[src/design/hsv2rgb_pkg.sv]
// ----------------------------------------------------------------------------
// hsv2rgb_pkg
// Pixel beat types, fixed point constants and pipeline depth for the HSV to
// RGB converter.
// ----------------------------------------------------------------------------
package hsv2rgb_pkg;

  localparam int HUE_W       = 15;
  localparam int FRAC_W      = 9;
  localparam int CHAN_W      = 8;
  localparam int NUM_CHAN    = 3;

  localparam int HUE_FRAC_BITS = 6;
  localparam int HUE_SECTOR  = 60 << HUE_FRAC_BITS;
  localparam int HUE_MOD     = 6 * HUE_SECTOR;
  localparam int HUE_MAX     = (1 << HUE_W) - 1;

  localparam int X_W         = $clog2(5 * HUE_SECTOR + HUE_MAX + 1);
  localparam int K_W         = $clog2(HUE_SECTOR + 1);
  localparam int PROD_W      = FRAC_W + K_W;
  localparam int FULL_SCALE  = 256 * HUE_SECTOR;
  localparam int DIFF_W      = $clog2(FULL_SCALE + 1);
  localparam int P_W         = FRAC_W + DIFF_W;
  localparam int M_W         = P_W + 5;
  localparam int SCALE_SHIFT = 18 + HUE_FRAC_BITS;

  localparam int CH_N [NUM_CHAN] = '{5, 3, 1};

  localparam int PIPE_DEPTH  = 5;

  typedef struct packed {
    logic [HUE_W-1:0]  hue;
    logic [FRAC_W-1:0] saturation;
    logic [FRAC_W-1:0] brightness;
    logic [CHAN_W-1:0] alpha_in;
  } hsv_pixel_t;

  typedef struct packed {
    logic [CHAN_W-1:0] red;
    logic [CHAN_W-1:0] green;
    logic [CHAN_W-1:0] blue;
    logic [CHAN_W-1:0] alpha_out;
  } rgb_pixel_t;

endpackage

[src/design/hsv_to_rgb_converter_top.sv]
// ----------------------------------------------------------------------------
// hsv_to_rgb_converter_top: HSV to 8-bit RGB pixel converter
// Each accepted beat passes through five stages to its done strobe.
// Throughput: one pixel per clock; busy is high only during reset.
// Reset clears the stage valid bits; beats in flight are dropped.
// ----------------------------------------------------------------------------
module hsv_to_rgb_converter_top
  import hsv2rgb_pkg::*;
(
  input  logic       clk,
  input  logic       rst,
  input  logic       start,
  output logic       busy,
  input  hsv_pixel_t pixel_in,
  output logic       done,
  output rgb_pixel_t pixel_out
);

  localparam logic [X_W-1:0]    MOD_X   = X_W'(HUE_MOD);
  localparam logic [X_W-1:0]    SEC_X   = X_W'(HUE_SECTOR);
  localparam logic [X_W-1:0]    SEC2_X  = X_W'(2 * HUE_SECTOR);
  localparam logic [X_W-1:0]    SEC4_X  = X_W'(4 * HUE_SECTOR);
  localparam logic [PROD_W-1:0] FULL_P  = PROD_W'(FULL_SCALE);
  localparam logic [M_W-1:0]    CLIP_M  = M_W'(256) << SCALE_SHIFT;

  logic [PIPE_DEPTH-1:0] valid;

  logic [X_W-1:0]    x1      [NUM_CHAN];
  logic [X_W-1:0]    x1_next [NUM_CHAN];
  logic [FRAC_W-1:0] sat1, val1;
  logic [CHAN_W-1:0] alpha1;

  logic [K_W-1:0]    k2      [NUM_CHAN];
  logic [K_W-1:0]    k2_next [NUM_CHAN];
  logic [FRAC_W-1:0] sat2, val2;
  logic [CHAN_W-1:0] alpha2;

  logic [DIFF_W-1:0] diff3      [NUM_CHAN];
  logic [DIFF_W-1:0] diff3_next [NUM_CHAN];
  logic [FRAC_W-1:0] val3;
  logic [CHAN_W-1:0] alpha3;

  logic [P_W-1:0]    p4      [NUM_CHAN];
  logic [P_W-1:0]    p4_next [NUM_CHAN];
  logic [CHAN_W-1:0] alpha4;

  logic [CHAN_W-1:0] q5_next [NUM_CHAN];

  assign busy = rst;
  assign done = valid[PIPE_DEPTH-1];

  always_ff @(posedge clk) begin
    if (rst) begin
      valid <= '0;
    end else begin
      valid <= {valid[PIPE_DEPTH-2:0], start};
    end
  end

  always_comb begin
    logic [X_W-1:0] x;
    for (int c = 0; c < NUM_CHAN; c++) begin
      x = X_W'(pixel_in.hue) + X_W'(CH_N[c] * HUE_SECTOR);
      x1_next[c] = (x >= MOD_X) ? x - MOD_X : x;
    end
  end

  always_comb begin
    logic [X_W-1:0] kk;
    logic [X_W-1:0] kf;
    for (int c = 0; c < NUM_CHAN; c++) begin
      kk = (x1[c] >= MOD_X) ? x1[c] - MOD_X : x1[c];
      if (kk >= SEC4_X) begin
        kf = '0;
      end else if (kk >= SEC2_X) begin
        kf = SEC4_X - kk;
      end else begin
        kf = kk;
      end
      k2_next[c] = (kf > SEC_X) ? K_W'(SEC_X) : kf[K_W-1:0];
    end
  end

  always_comb begin
    logic [PROD_W-1:0] prod;
    for (int c = 0; c < NUM_CHAN; c++) begin
      prod = PROD_W'(sat2) * PROD_W'(k2[c]);
      diff3_next[c] = (prod < FULL_P) ? DIFF_W'(FULL_P - prod) : '0;
    end
  end

  always_comb begin
    for (int c = 0; c < NUM_CHAN; c++) begin
      p4_next[c] = P_W'(val3) * P_W'(diff3[c]);
    end
  end

  always_comb begin
    logic [M_W-1:0] m;
    for (int c = 0; c < NUM_CHAN; c++) begin
      m = (M_W'(p4[c]) << 4) + M_W'(p4[c]);
      q5_next[c] = (m >= CLIP_M) ? {CHAN_W{1'b1}} : CHAN_W'(m >> SCALE_SHIFT);
    end
  end

  always_ff @(posedge clk) begin
    x1     <= x1_next;
    sat1   <= pixel_in.saturation;
    val1   <= pixel_in.brightness;
    alpha1 <= pixel_in.alpha_in;

    k2     <= k2_next;
    sat2   <= sat1;
    val2   <= val1;
    alpha2 <= alpha1;

    diff3  <= diff3_next;
    val3   <= val2;
    alpha3 <= alpha2;

    p4     <= p4_next;
    alpha4 <= alpha3;

    pixel_out.red       <= q5_next[0];
    pixel_out.green     <= q5_next[1];
    pixel_out.blue      <= q5_next[2];
    pixel_out.alpha_out <= alpha4;
  end

endmodule

[config.mk]
export PLATFORM = sky130hd
export DESIGN_NAME = hsv_to_rgb_converter_top
export DESIGN_NICKNAME = d
export VERILOG_FILES = /design/src/design/hsv2rgb_pkg.sv /design/src/design/hsv_to_rgb_converter_top.sv
export SDC_FILE = /design/constraint.sdc
export NUM_CORES = 2
export LEC_CHECK = 0
export ABC_AREA = 1
export BUFFER_PORTS_ARGS = -buffer_cell sky130_fd_sc_hd__buf_4
export CELL_PAD_IN_SITES_DETAIL_PLACEMENT = 1
export CELL_PAD_IN_SITES_GLOBAL_PLACEMENT = 1
export CORE_ASPECT_RATIO = 0.9
export CORE_MARGIN = 4
export CORE_UTILIZATION = 49
export CTS_CLUSTER_DIAMETER = 200
export DETAILED_ROUTE_END_ITERATION = 8
export GPL_ROUTABILITY_DRIVEN = 0
export GPL_TIMING_DRIVEN = 0
export PLACE_DENSITY_LB_ADDON = 0.25
export REMOVE_ABC_BUFFERS = 1
export SLEW_MARGIN = 40
export SYNTH_ARGS = -nofsm -noshare
export SYNTH_HDL_FRONTEND = slang
export SYNTH_SLANG_ARGS = --single-unit
[constraint.sdc]
create_clock -name clk -period 6.4 [get_ports clk]
set_input_delay 0.64 -clock clk [delete_from_list [all_inputs] [get_ports clk]]
set_output_delay 0.64 -clock clk [all_outputs]
set_load 0.05 [all_outputs]
# After elaboration in Yosys (flattened, before gate mapping)
# Cells that the tools add are included.
dict set report classes {
  n_mul 6
  n_addsub 18
  n_lt_le_gt_ge 21
  mux 12
}
# op n
set ops {}
lappend ops {{2-to-1 mux 16 bit} 12}
lappend ops {{adder 33 x 29 -> 34 bit} 3}
lappend ops {{greater-or-equal comparator 34 x 33 -> 1 bit (second input constant)} 3}
lappend ops {{greater-or-equal comparator 16 x 15 -> 1 bit (second input constant)} 6}
lappend ops {{subtractor 16 x 15 -> 16 bit (second input constant)} 6}
lappend ops {{multiplier 9 x 20 -> 29 bit} 3}
lappend ops {{less-than comparator 21 x 20 -> 1 bit (second input constant)} 3}
lappend ops {{multiplier 9 x 12 -> 21 bit} 3}
lappend ops {{subtractor 20 bit (first input constant)} 3}
lappend ops {{greater-or-equal comparator 16 x 13 -> 1 bit (second input constant)} 3}
lappend ops {{greater-or-equal comparator 16 x 14 -> 1 bit (second input constant)} 3}
lappend ops {{> comparator 16 x 12 -> 1 bit (second input constant)} 3}
lappend ops {{subtractor 14 x 16 -> 16 bit (first input constant)} 3}
lappend ops {{adder 15 x 12 -> 16 bit (second input constant)} 1}
lappend ops {{adder 15 x 14 -> 16 bit (second input constant)} 1}
lappend ops {{adder 15 x 15 -> 16 bit (second input constant)} 1}
dict set report word_totals {
  output_inout_bits 34
  register_bits 345
  wordCells 83
}

# Logic depth before layout (Yosys ltp)
dict set report depth {
  ltp_word 6
  depth_mapped 30
  mapped_depth_nobuf 28
}

# Least setup slack after synthesis
# Ideal clock, no wire load.
dict set report synth_timing {
  path_kind {register to register}
  start {reg sat2[1]}
  end {reg diff3[17] (netlist name)}
  arrival_time_ns 4.887
  t_required_ns 6.283
  slack_ns 1.396
  stages_incl_launch_ff 25
  path_buffers 3
  setup_time_ns 0.117
  cell_sequence {dfxtp_1 > clkbuf_1 > clkbuf_1 > nand2_1 > fa_1 > inv_1 > fa_1 > inv_1 > fa_1 > fa_1 > inv_1 > ha_1 > nand3_1 > nand3_1 > a21oi_1 > o21ai_1 > nand2_1 > nand2_1 > a21oi_1 > nand2_1 > nand2_1 > nand3_1 > o21ai_1 > buf_2 > nor2_1}
}
dict set report synth_between {
  elab_chain_cells 2
  word_cells_on_any_way 3
}
# item line_no
set synth_rtl {}
lappend synth_rtl {{from (decl)} hsv_to_rgb_converter_top.sv:35} ;# logic [FRAC_W-1:0] sat2, val2;
lappend synth_rtl {{from (signal assigned)} hsv_to_rgb_converter_top.sv:113} ;# sat2 <= sat1;
lappend synth_rtl {{multiplier 9 x 12 -> 21 bit (*)} hsv_to_rgb_converter_top.sv:87} ;# prod = PROD_W'(sat2) * PROD_W'(k2[c]);
lappend synth_rtl {{subtractor 20 bit or less-than comparator 21 x 20 -> 1 bit (tied branches)} hsv_to_rgb_converter_top.sv:88} ;# diff3_next[c] = (prod < FULL_P) ? DIFF_W'(FULL_P - prod) : '0;
lappend synth_rtl {{to (signal assigned)} hsv_to_rgb_converter_top.sv:117} ;# diff3 <= diff3_next;
lappend synth_rtl {{to (decl)} hsv_to_rgb_converter_top.sv:38} ;# logic [DIFF_W-1:0] diff3 [NUM_CHAN];
# Every way passes the cells marked *; elsewhere a longest branch is shown, timed or not.
# A chain may end at the register's enable or synchronous reset.

# Final worst setup path
dict set report layout_timing {
  start {reg sat2[0]}
  end {reg diff3[2] (netlist name)}
}
# Same word-level chain as after synthesis.

==> run_results.csv <==
group,metric,value,unit
placement,dp_cells,6534,
placement,io_buffers,77,
route,vias,33651,
die,die_width,315.1,µm
worst_setup_path,max_stage_delay,0.63,ns
global_route,grt_overflow_total,0,
timing,max_freq,0.1715,GHz
worst_hold_path,hp-class,"in2reg",
clock_network,cts_made_buffers,40,
worst_setup_path,startpoint_type,"register",
route,highest_layer,"met4",
route,dr.pass1.iters,5,
worst_setup_path,crit_buf_inv,4,
clock_network,clkLatencyLatePin,0.59,ns
worst_setup_path,crit_path_end_kind,"register",
die,io_pins,78,
clock_network,cts_hold_buf,0,
clock_network,cts_buffer_depth,3,
timing,slew_headroom,0.4814,
route,dr.first_iter.drc_count,1182,
route,antenna_left,0,
clock_network,cts_setup_buffers,0,
synthesis,synth_mux_area_frac,0,
clock_network,tritoncts,"done",
clock_network,cts_num_sinks,327,
route,avgViaCountPerCell,5.094,
timing,final-setup-viol-count,0,
global_route,grt_pass1_vias,38261,
global_route,antenna_found_initial,0,
synthesis,synth-main-ff-cell,"dfxtp_1",
synthesis,ys_seq_area_frac,0.1574,
placement,dp_hpwl,84.23,mm
layout,nets,6440,
synthesis,synth_top_family_by_area,"adder cells",
layout,final_cell_count_no_fill,6606,
route,routed_wl,103.3,mm
synthesis,yosys_warnings,0,
route,post-route-drc-count,0,
synthesis,yosys.area_share.adder,0.3940,
clock_network,htreeDepth,2,
clock_network,cts.repair.resized,0,
timing,clock_skew,0.02769,ns
die,num_rows,101,
worst_setup_path,path_cells,"buf_16 -> nand2_1 -> fa_1 -> inv_1 -> fa_1 -> inv_1 -> fa_1 -> fa_1 -> inv_1 -> ha_1 -> nand3_1 -> nand3_1 -> a21oi_1 -> o21ai_1 -> nand2_1 -> nand2_1 -> a21oi_1 -> nand2_1 -> nand2_1 -> nand3_1 -> o21ai_2 -> nor2_1",
route,dr_wl_met2,53.11,mm
layout,drive_gt1_frac,0.05079,
worst_setup_path,cpMostUsedCell,"nand2_1",
layout,area_growth,6.689,%
worst_setup_path,path_class,"reg2reg",
run,maxCapViolCount,0,
timing,fin_crit_sh,0.9112,
clock_network,clk_pin_slew,0.06,ns
worst_setup_path,cp_data_required_time,6.81,ns
synthesis,syn-cell-area,41580,µm²
synthesis,synth_compound_area_frac,0.06037,
synthesis,synth-xor-area-share,0.03939,
layout,num_antenna_cells,0,
global_route,grt_usage,0.2401,
timing,min_period,5.831,ns
die,die_y,284.4,µm
worst_setup_path,path_delay_family,"adder cells",
route,routed-wl-met3,3.406,mm
global_route,grt_max_degree,45,
timing,rsz0062_at_grt,"false",
synthesis,synth_cell_type_count,55,
die,die-area,89590,µm²
worst_setup_path,path_max_fanout,24,
die,initial_core_util,0.4933,
worst_setup_path,critical_path_arrival,6.24,ns
timing,tightest_slew,0.7778,ns
synthesis,synth-simple-area-share,0.2108,
route,wl_met1,44.79,mm
worst_setup_path,crit_slowest_cell,"o21ai_2",
clock_network,cts_root_buffer,"clkbuf_16",
timing,hold_violations,0,
synthesis,synth_seq_cells,327,
synthesis,ys_async_sr_fraction,0,
synthesis,syn_inst,5526,
layout,nFillCells,10656,
timing,final_max_slew_viol_count,0,
synthesis,avgSynthCellArea,7.524,µm²
route,wl_per_cell,15.63,µm
synthesis,synth_edf_count,0,
run_status,status,"completed",
global_route,grt_pass1_wl,180.7,mm
worst_setup_path,ff2ff_setup_slack,0.57,ns
die,core_region_area,84290,µm²
==> synth_stat cells, types with 8 or more instances <==
library cell,instances,share of area
buf_1,18,0.0016
nand2_1,1461,0.13
nor2_1,260,0.023
a21o_1,20,0.0036
o21a_1,8,0.0014
fa_1,594,0.29
nand4_1,28,0.0042
ha_1,359,0.11
nand2_4,9,0.0024
inv_2,11,0.00099
a31oi_1,22,0.0033
xnor2_1,59,0.012
nand3_1,201,0.024
xor2_1,128,0.027
nand3b_1,17,0.0031
dfxtp_1,327,0.16
o21ai_0,102,0.012
nand2_2,27,0.0041
a21oi_1,206,0.025
inv_1,1283,0.12
o21bai_1,14,0.0025
nor4_1,17,0.0026
o21ai_1,15,0.0018
nor2_2,28,0.0042
nor3_1,37,0.0045
or2_2,10,0.0015
a211oi_1,8,0.0014
clkbuf_1,177,0.016
==> logic make-up (layout without fill, tap and decap cells) <==
| logic type | count (synthesis) | in the layout |
|---|---|---|
| AO/OA/AOI/OAI | 438 | 438 |
| XOR/XNOR | 187 | 187 |
| adder cells (fa/ha/maj) | 953 | 953 |
| buffers and inverters | 1508 | 1455 |
| flip-flops | 327 | 327 |
| AND/OR/NAND/NOR | 2113 | 2113 |
==> through the flow <==
| stage | TNS [ns] | cell area [µm²] | hold slack [ns] | util | worst slack (ns) |
|---|---|---|---|---|---|
| 2_1_floorplan | 0 | 40700 | 0.3096 | - | 0.7629 |
| 3_3_place_gp | -13.35 | 42690 | 0.3099 | 0.5065 | -0.5956 |
| 3_5_place_dp | 0 | 43020 | 0.3131 | 0.5104 | 0.5768 |
| 4_1_cts | 0 | 44350 | 0.1212 | 0.5262 | 0.5540 |
| 5_1_grt | 0 | 44360 | 0.1281 | 0.5263 | 0.06200 |
| 6_report | 0 | 44360 | 0.1506 | 0.5263 | 0.5686 |
==> sequential cells by signal, summed over array words and instances (netlist names), 9 cells and up <==
register,cells
sat2,9
val3,9
p4,87
val1,9
sat1,9
x1,30
val2,9
pixel_out,32
k2,36
diff3,60
==> layout make-up <==
type	count	area, µm²	share of cell area
Clock inverter	14	140.1	0.003159
Inverter	1294	4857	0.1095
Timing Repair Buffer	89	840.8	0.01895
Clock buffer	58	1191	0.02685
Sequential cell	327	6606	0.1489
Multi-Input combinational cell	3691	29310	0.6607
Tap cell	1133	1418	0.03196
==> worst register-to-register path, stage by stage (launching register included) <==
cell	delay, ns
dfxtp_2	0.54
buf_16	0.23
nand2_1	0.11
fa_1	0.54
inv_1	0.05
fa_1	0.50
inv_1	0.06
fa_1	0.50
fa_1	0.54
inv_1	0.04
ha_1	0.35
nand3_1	0.10
nand3_1	0.10
a21oi_1	0.33
o21ai_1	0.14
nand2_1	0.10
nand2_1	0.07
a21oi_1	0.17
nand2_1	0.09
nand2_1	0.15
nand3_1	0.12
o21ai_2	0.63
nor2_1	0.16
==> final timing paths <==
path / depth (start not counted) / start / to
worst max register to register: 22 / sat2[0] / diff3[2]
worst min-delay path: 1 / pixel_in[23] / sat1[6]
worst max-delay path: 22 / sat2[0] / diff3[2]
worst min register to register: 0 / val2[3] / val3[3]
==> layout by cell type (no fill, tap or decap), drive strengths merged, types with 2 or more instances in the layout <==
| cell | count |
|---|---|
| fa | 594 |
| inv | 1299 |
| a21boi | 9 |
| clkbuf | 58 |
| a211oi | 8 |
| o21bai | 14 |
| a2111oi | 3 |
| a21o | 20 |
| dfxtp | 327 |
| o2111ai | 3 |
| ha | 359 |
| nor2 | 292 |
| or2 | 11 |
| a31o | 2 |
| clkinv | 5 |
| nand4 | 28 |
| o211ai | 7 |
| nand3 | 206 |
| a31oi | 22 |
| a221oi | 2 |
| nand3b | 17 |
| buf | 89 |
| xnor2 | 59 |
| o21ai | 118 |
| a21oi | 212 |
| a32oi | 2 |
| clkinvlp | 3 |
| o21a | 8 |
| xor2 | 128 |
| nand2 | 1498 |
| nor3 | 39 |
| o31ai | 3 |
| nor4 | 17 |
| nor3b | 5 |
==> metal layers <==
layer | track usage | vias up
li1 | - | 16252
met1 | 0.2977 | 16772
met2 | 0.4480 | 488
met3 | 0.02522 | 139
met4 | 0.05208 | 0
met5 | 0 | -
Power is left out: the tool's default activity adds up to more than one toggle a clock period on the data nets, which glitch-free logic cannot reach.
